==> src/hdl/rbwa_pkg.sv <==
// shared types, constants and arithmetic helpers for the rgb blend pipeline
// no dependencies; used by every module of the block by scoped names
`timescale 1ns / 1ps

package rbwa_pkg;

	localparam int CHAN_W  = 8;
	localparam int PROD_W  = 2 * CHAN_W;
	localparam int CFG_IDX_W = 2;
	localparam int CFG_DATA_W = 8;
	localparam int MODE_W = 2;

	localparam logic [CHAN_W-1:0] CHAN_MAX = 8'd255;

	// register indexes
	localparam logic [CFG_IDX_W-1:0] REG_BLEND_MODE  = 2'd0;
	localparam logic [CFG_IDX_W-1:0] REG_ALPHA_LEVEL = 2'd1;

	// blend modes
	localparam logic [MODE_W-1:0] MODE_NORMAL   = 2'd0;
	localparam logic [MODE_W-1:0] MODE_ADD      = 2'd1;
	localparam logic [MODE_W-1:0] MODE_MULTIPLY = 2'd2;
	localparam logic [MODE_W-1:0] MODE_SCREEN   = 2'd3;

	localparam logic [MODE_W-1:0]  BLEND_MODE_RST  = MODE_NORMAL;
	localparam logic [CHAN_W-1:0]  ALPHA_LEVEL_RST = 8'd255;

	// stage advance strobes shared by the lanes
	typedef struct packed {
		logic s1;
		logic s2;
		logic s3;
		logic s4;
	} adv_t;

	// exact floor(x / 255) for any x up to 255 * 255
	function automatic logic [CHAN_W-1:0] div255(input logic [PROD_W-1:0] x);
		logic [PROD_W:0] t;
		begin
			t = {1'b0, x} + {{(CHAN_W+1){1'b0}}, x[PROD_W-1:CHAN_W]} + {{PROD_W{1'b0}}, 1'b1};
			div255 = t[PROD_W-1:CHAN_W];
		end
	endfunction

endpackage

==> src/hdl/rbwa_lane.sv <==
// one color channel of the blend pipeline: mode product, mode select,
// alpha mix and divide by 255; depends on rbwa_pkg
`timescale 1ns / 1ps

module rbwa_lane (
	input  logic                          clk,
	input  rbwa_pkg::adv_t                adv,
	input  logic [rbwa_pkg::MODE_W-1:0]   mode,
	input  logic [rbwa_pkg::CHAN_W-1:0]   alpha,
	input  logic [rbwa_pkg::CHAN_W-1:0]   dst,
	input  logic [rbwa_pkg::CHAN_W-1:0]   src,
	output logic [rbwa_pkg::CHAN_W-1:0]   result
);

	logic [rbwa_pkg::CHAN_W-1:0] op_a, op_b;
	logic [rbwa_pkg::PROD_W-1:0] prod_s1;
	logic [rbwa_pkg::CHAN_W-1:0] dst_s1, src_s1;
	logic [rbwa_pkg::CHAN_W-1:0] blend_c;
	logic [rbwa_pkg::CHAN_W:0]   sum_c;
	logic [rbwa_pkg::CHAN_W-1:0] quot_c;
	logic [rbwa_pkg::CHAN_W-1:0] blend_s2, dst_s2;
	logic [rbwa_pkg::PROD_W-1:0] wsrc_c, wdst_c;
	logic [rbwa_pkg::PROD_W:0]   mix_c;
	logic [rbwa_pkg::PROD_W-1:0] mix_s3;
	logic [rbwa_pkg::CHAN_W-1:0] out_s4;

	// screen works on the inverted channels, multiply on the plain ones
	always_comb begin
		if (mode == rbwa_pkg::MODE_SCREEN) begin
			op_a = rbwa_pkg::CHAN_MAX - dst;
			op_b = rbwa_pkg::CHAN_MAX - src;
		end else begin
			op_a = dst;
			op_b = src;
		end
	end

	always_ff @(posedge clk) begin
		if (adv.s1) begin
			prod_s1 <= op_a * op_b;
			dst_s1  <= dst;
			src_s1  <= src;
		end
	end

	always_comb begin
		sum_c  = {1'b0, dst_s1} + {1'b0, src_s1};
		quot_c = rbwa_pkg::div255(prod_s1);
		case (mode)
			rbwa_pkg::MODE_NORMAL:   blend_c = src_s1;
			rbwa_pkg::MODE_ADD:      blend_c = sum_c[rbwa_pkg::CHAN_W] ?
				rbwa_pkg::CHAN_MAX : sum_c[rbwa_pkg::CHAN_W-1:0];
			rbwa_pkg::MODE_MULTIPLY: blend_c = quot_c;
			rbwa_pkg::MODE_SCREEN:   blend_c = rbwa_pkg::CHAN_MAX - quot_c;
			default:                 blend_c = src_s1;
		endcase
	end

	always_ff @(posedge clk) begin
		if (adv.s2) begin
			blend_s2 <= blend_c;
			dst_s2   <= dst_s1;
		end
	end

	// alpha of 255 and 0 fall out of the weighted sum exactly
	always_comb begin
		wsrc_c = blend_s2 * alpha;
		wdst_c = dst_s2 * (rbwa_pkg::CHAN_MAX - alpha);
		mix_c  = {1'b0, wsrc_c} + {1'b0, wdst_c};
	end

	always_ff @(posedge clk) begin
		if (adv.s3) begin
			mix_s3 <= mix_c[rbwa_pkg::PROD_W-1:0];
		end
	end

	always_ff @(posedge clk) begin
		if (adv.s4) begin
			out_s4 <= rbwa_pkg::div255(mix_s3);
		end
	end

	assign result = out_s4;

endmodule

==> src/hdl/rbwa_pipe_ctrl.sv <==
// valid tracking and per-stage advance for the four-stage blend pipeline
// depends on rbwa_pkg
`timescale 1ns / 1ps

module rbwa_pipe_ctrl (
	input  logic           clk,
	input  logic           arst_n,
	input  logic           in_valid,
	output logic           in_ready,
	output logic           out_valid,
	input  logic           out_ready,
	output rbwa_pkg::adv_t adv
);

	logic vld_s1, vld_s2, vld_s3, vld_s4;

	// a stage moves when it is empty or the one after it moves
	always_comb begin
		adv.s4 = !vld_s4 || out_ready;
		adv.s3 = !vld_s3 || adv.s4;
		adv.s2 = !vld_s2 || adv.s3;
		adv.s1 = !vld_s1 || adv.s2;
	end

	always_ff @(posedge clk or negedge arst_n) begin
		if (!arst_n) begin
			vld_s1 <= 1'b0;
			vld_s2 <= 1'b0;
			vld_s3 <= 1'b0;
			vld_s4 <= 1'b0;
		end else begin
			if (adv.s1) vld_s1 <= in_valid;
			if (adv.s2) vld_s2 <= vld_s1;
			if (adv.s3) vld_s3 <= vld_s2;
			if (adv.s4) vld_s4 <= vld_s3;
		end
	end

	assign in_ready  = adv.s1;
	assign out_valid = vld_s4;

endmodule

==> src/hdl/rgb_blend_with_alpha.sv <==
// top level of the rgb888 blend with alpha: config registers, three channel
// lanes and the pipeline control; depends on rbwa_pkg, rbwa_lane, rbwa_pipe_ctrl
`timescale 1ns / 1ps

// Composites one source pixel onto one destination pixel per transfer. Each
// of the red, green and blue lanes applies the blend mode (normal, saturating
// add, multiply/255, screen) and then mixes with the destination by
// alpha_level, every division by 255 truncating. A pixel is accepted every
// clock cycle unless a stalled output has filled the stages behind it. The
// four stages come from the two 8x8 multiply stages of each lane, each
// followed by a divide by 255. Up to four pixels are in flight and a
// finished pixel waiting at the output does not stop the stages behind it
// from filling. Write blend_mode (index 0) and alpha_level (index 1) only
// while the pipeline is empty.
module rgb_blend_with_alpha (
	input  logic                              clk,
	input  logic                              arst_n,
	input  logic                              cfg_we,
	input  logic [rbwa_pkg::CFG_IDX_W-1:0]    cfg_index,
	input  logic [rbwa_pkg::CFG_DATA_W-1:0]   cfg_data,
	input  logic                              in_valid,
	output logic                              in_ready,
	input  logic [rbwa_pkg::CHAN_W-1:0]       dst_red,
	input  logic [rbwa_pkg::CHAN_W-1:0]       dst_green,
	input  logic [rbwa_pkg::CHAN_W-1:0]       dst_blue,
	input  logic [rbwa_pkg::CHAN_W-1:0]       src_red,
	input  logic [rbwa_pkg::CHAN_W-1:0]       src_green,
	input  logic [rbwa_pkg::CHAN_W-1:0]       src_blue,
	output logic                              out_valid,
	input  logic                              out_ready,
	output logic [rbwa_pkg::CHAN_W-1:0]       out_red,
	output logic [rbwa_pkg::CHAN_W-1:0]       out_green,
	output logic [rbwa_pkg::CHAN_W-1:0]       out_blue
);

	logic [rbwa_pkg::MODE_W-1:0] blend_mode_q;
	logic [rbwa_pkg::CHAN_W-1:0] alpha_level_q;
	rbwa_pkg::adv_t              adv;

	// writes to unknown indexes are dropped
	always_ff @(posedge clk or negedge arst_n) begin
		if (!arst_n) begin
			blend_mode_q  <= rbwa_pkg::BLEND_MODE_RST;
			alpha_level_q <= rbwa_pkg::ALPHA_LEVEL_RST;
		end else if (cfg_we) begin
			case (cfg_index)
				rbwa_pkg::REG_BLEND_MODE:  blend_mode_q  <= cfg_data[rbwa_pkg::MODE_W-1:0];
				rbwa_pkg::REG_ALPHA_LEVEL: alpha_level_q <= cfg_data[rbwa_pkg::CHAN_W-1:0];
				default: ;
			endcase
		end
	end

	rbwa_pipe_ctrl u_ctrl (
		.clk       (clk),
		.arst_n    (arst_n),
		.in_valid  (in_valid),
		.in_ready  (in_ready),
		.out_valid (out_valid),
		.out_ready (out_ready),
		.adv       (adv)
	);

	rbwa_lane u_lane_red (
		.clk    (clk),
		.adv    (adv),
		.mode   (blend_mode_q),
		.alpha  (alpha_level_q),
		.dst    (dst_red),
		.src    (src_red),
		.result (out_red)
	);

	rbwa_lane u_lane_green (
		.clk    (clk),
		.adv    (adv),
		.mode   (blend_mode_q),
		.alpha  (alpha_level_q),
		.dst    (dst_green),
		.src    (src_green),
		.result (out_green)
	);

	rbwa_lane u_lane_blue (
		.clk    (clk),
		.adv    (adv),
		.mode   (blend_mode_q),
		.alpha  (alpha_level_q),
		.dst    (dst_blue),
		.src    (src_blue),
		.result (out_blue)
	);

endmodule

==> config.mk <==
export PLATFORM = sky130hd
export DESIGN_NAME = rgb_blend_with_alpha
export DESIGN_NICKNAME = d
export VERILOG_FILES = /design/src/hdl/rbwa_pkg.sv /design/src/hdl/rbwa_lane.sv /design/src/hdl/rbwa_pipe_ctrl.sv /design/src/hdl/rgb_blend_with_alpha.sv
export SDC_FILE = /design/constraint.sdc
export NUM_CORES = 2
export LEC_CHECK = 0
export BUFFER_PORTS_ARGS = -buffer_cell sky130_fd_sc_hd__clkbuf_2
export CAP_MARGIN = 20
export CORE_MARGIN = 2
export CORE_UTILIZATION = 48
export CTS_CLUSTER_SIZE = 20
export DETAILED_ROUTE_END_ITERATION = 7
export PLACE_DENSITY = 0.7
export REMOVE_ABC_BUFFERS = 1
export SLEW_MARGIN = 20
export SYNTH_ARGS = -nofsm -noshare
export SYNTH_HDL_FRONTEND = slang
export SYNTH_HIERARCHICAL = 1
export SYNTH_SLANG_ARGS = --single-unit
==> constraint.sdc <==
create_clock -name clk -period 7.6 [get_ports clk]
set_input_delay 1.14 -clock clk [delete_from_list [all_inputs] [get_ports clk]]
set_output_delay 1.14 -clock clk [all_outputs]
set_load 0.01 [all_outputs]
==> results.yml <==
floorplanning:
  start_util_pct: 48.7
  core_area_mm2: 0.0647
  io-pin-count: 89
  fp.dieW_um: 260
  die_area_mm2: 0.0677
  die_height_um: 260
  rows: 93
layout:
  final_cell_mix: "613 x inv_1, 396 x fa_1, 375 x ha_1"
  drive_above_1_share_pct: 6.42
  area_growth_pct: 6.92
  layout.cells.non_filler: 4203
  num-nets-final: 4161
  diodes: 0
  final_common_cell: "inv_1"
  utilization_pct: 52.1
setup_path:
  critical_path.cell_chain: "buf_4 > nand2b_1 > fa_1 > inv_1 > fa_1 > inv_1 > fa_1 > inv_1 > fa_1 > fa_1 > inv_1 > fa_1 > inv_1 > ha_1 > a211oi_1 > o211ai_1 > a221oi_2 > o21ai_1 > a21oi_1 > xnor2_1"
  path_buf_inv: 6
  cp.arrival_ns: 6.59
  timing_worst_setup_path_type: "reg2reg"
  worstSetupStartpointType: "flop"
  cp_top_family: "adder cells"
  slowest_stage: "dfstp_2"
  crit_required_ns: 7.92
  crit_top_cell: "fa_1"
  cp_max_fo: 36
  crit_path_max_incr_delay_ns: 1.02
  end_kind: "flop"
status:
  status: "finished clean"
timing:
  finalWorstSetupSlack_ns: 1.34
  setup_viol: 0
  worst_slew_pin_slew_ns: 0.962
  min_period_ns: 6.26
  rsz0062_at_grt: "no"
  max_slew_margin_pct: 35.7
  clock.fmax_ghz: 0.160
  fin_skew_ns: 0.0373
  slew_violations: 0
  hold_viol_final: 0
  tns_ns: 0
  period_share_pct: 82.4
global_route:
  globalRouteTotalUtil_pct: 19.9
  grt_pass1_vias: 22200
  grt_start_max_net_pins: 64
  overflow: 0
  grt_first_pass_wirelength_um: 109000
  antenna_found_initial: 0
clocking:
  cts_setup_buffers: 0
  numCtsBuffers: 27
  cts_resized: 0
  cts.sinks: 230
  clock_latency_ns: 0.59
  clockBufferDepth: 3
  cts_tree: "yes"
  clk_pin_slew_ns: 0.07
  cts_root_buf: "clkbuf_16"
  cts_max_level: 1
  ctsHoldBuffers: 0
synthesis:
  async_reset_ff_share_pct: 6.09
  syn_area_mm2: 0.0315
  synth_area_leaders: "fa_1 25%, edfxtp_1 21%, ha_1 15%"
  yosysWarnings: 6
  ys_seq_area_share_pct: 21.7
  ys.flop_type: "edfxtp_1"
  yosys.cell_types.count: 88
  avgSynthCellArea_um2: 9.54
  syn_inst: 3300
  synth_top_area_share_pct: 25.2
  synth_edf_count: 216
  yosysTopAreaCell: "fa_1"
  ys_ff_latch: 230
detailed_routing:
  drc: 0
  wl_per_cell_um: 15.4
  first_pass_iters: 7
  first_iter_violations: 1243
  via_count: 22200
  antenna_left: 0
  drt-total-wl_um: 64900
  via_per_inst: 5.27
worst_hold_path:
  worstHoldPathType: "reg2reg"
placed_design:
  dp_slack_ns: 1.33
  gp_routability_congestion: 0.853
  place_hpwl_um: 51500
  io_buffers: 88
  dp.cells: 4152
job:
  drv_cap: 0
-- per-layer routing --
metal	track usage, %	wire length (um)	part of all wire (%)	vias to the layer above
met5	0	0	0	-
met4	5.14	1500	2.3	0
met3	1.73	2530	3.9	94
met2	34.2	31700	49	427
met1	27.0	29200	45	10800
li1	-	-	-	10800
-- path summary, 6_finish.rpt --
| kind | startpoint | endpoint | slack [ns] | cells past startpoint |
|---|---|---|---|---|
| min in group asynchronous | arst_n | u_ctrl/out_valid$_DFFE_PN0P_ | 0.46 | 1 |
| setup reg to reg | alpha_level_q[2]$_DFFE_PN1P_ | u_lane_blue/mix_s3[15]$_DFFE_PP_ | 1.34 | 20 |
| hold reg to reg | u_lane_blue/dst_s1[0]$_DFFE_PP_ | u_lane_blue/dst_s2[0]$_DFFE_PP_ | 0.45 | 0 |
| setup / recovery | alpha_level_q[2]$_DFFE_PN1P_ | u_lane_blue/mix_s3[15]$_DFFE_PP_ | 1.34 | 20 |
| max in group asynchronous | arst_n | alpha_level_q[6]$_DFFE_PN1P_ | 6.82 | 1 |
| hold / removal | u_lane_blue/dst_s1[0]$_DFFE_PP_ | u_lane_blue/dst_s2[0]$_DFFE_PP_ | 0.45 | 0 |
-- layout make-up --
cell class,instances,area [um^2]
Clock buffer,28,679
Clock inverter,22,241
Sequential cell,230,6850
Timing Repair Buffer,110,613
Fill cell,5895,31000
Inverter,613,2300
Tap cell,855,1070
Multi-Input combinational cell,2345,21900
-- kinds of logic (layout without fill, tap and decap cells) --
family	after synthesis	after routing	synth area share, %
AOI/OAI and AO/OA	497	497	9.92
xor gates and xnor gates	126	126	3.50
adders and majority gates	771	771	40.1
buffers and inverters	725	773	8.66
DFF	230	230	21.7
muxes	26	26	0.902
other	3	3	0.0358
and+or+nand+nor	922	922	15.2
-- per-stage QoR --
step | hold WS, ns | area (um^2)
after floorplan | 0.433 | 31100
after global placement | 0.460 | 32700
after detailed placement | 0.448 | 32700
after CTS | 0.443 | 33700
after global routing | 0.461 | 33700
final | 0.449 | 33700
-- Yosys cell counts, types with 10 or more instances --
| master | instances |
|---|---|
| a211oi_1 | 16 |
| xnor2_1 | 94 |
| or2_1 | 13 |
| o21a_1 | 26 |
| and3_1 | 20 |
| clkbuf_1 | 102 |
| edfxtp_1 | 216 |
| o21ai_1 | 71 |
| and2_1 | 114 |
| mux2i_1 | 10 |
| a21oi_1 | 175 |
| nand2_1 | 236 |
| nand4_1 | 13 |
| nand3_1 | 40 |
| inv_1 | 613 |
| nor2b_1 | 122 |
| nor3_1 | 90 |
| nand2b_1 | 96 |
| ha_1 | 375 |
| mux2_2 | 13 |
| xor2_1 | 32 |
| o21bai_1 | 12 |
| or2_2 | 11 |
| nor2_1 | 126 |
| a21o_1 | 42 |
| o21ai_0 | 65 |
| fa_1 | 396 |
-- registers in the layout, indices dropped and copies added (netlist names), 16 cells and up --
register	flops
u_lane_green/mix_s3	16
u_lane_red/mix_s3	16
u_lane_green/prod_s1	16
u_lane_blue/mix_s3	16
u_lane_red/prod_s1	16
u_lane_blue/prod_s1	16
Power is left out: the tool's default activity adds up to more than one toggle a clock period on the data nets, which glitch-free logic cannot reach.
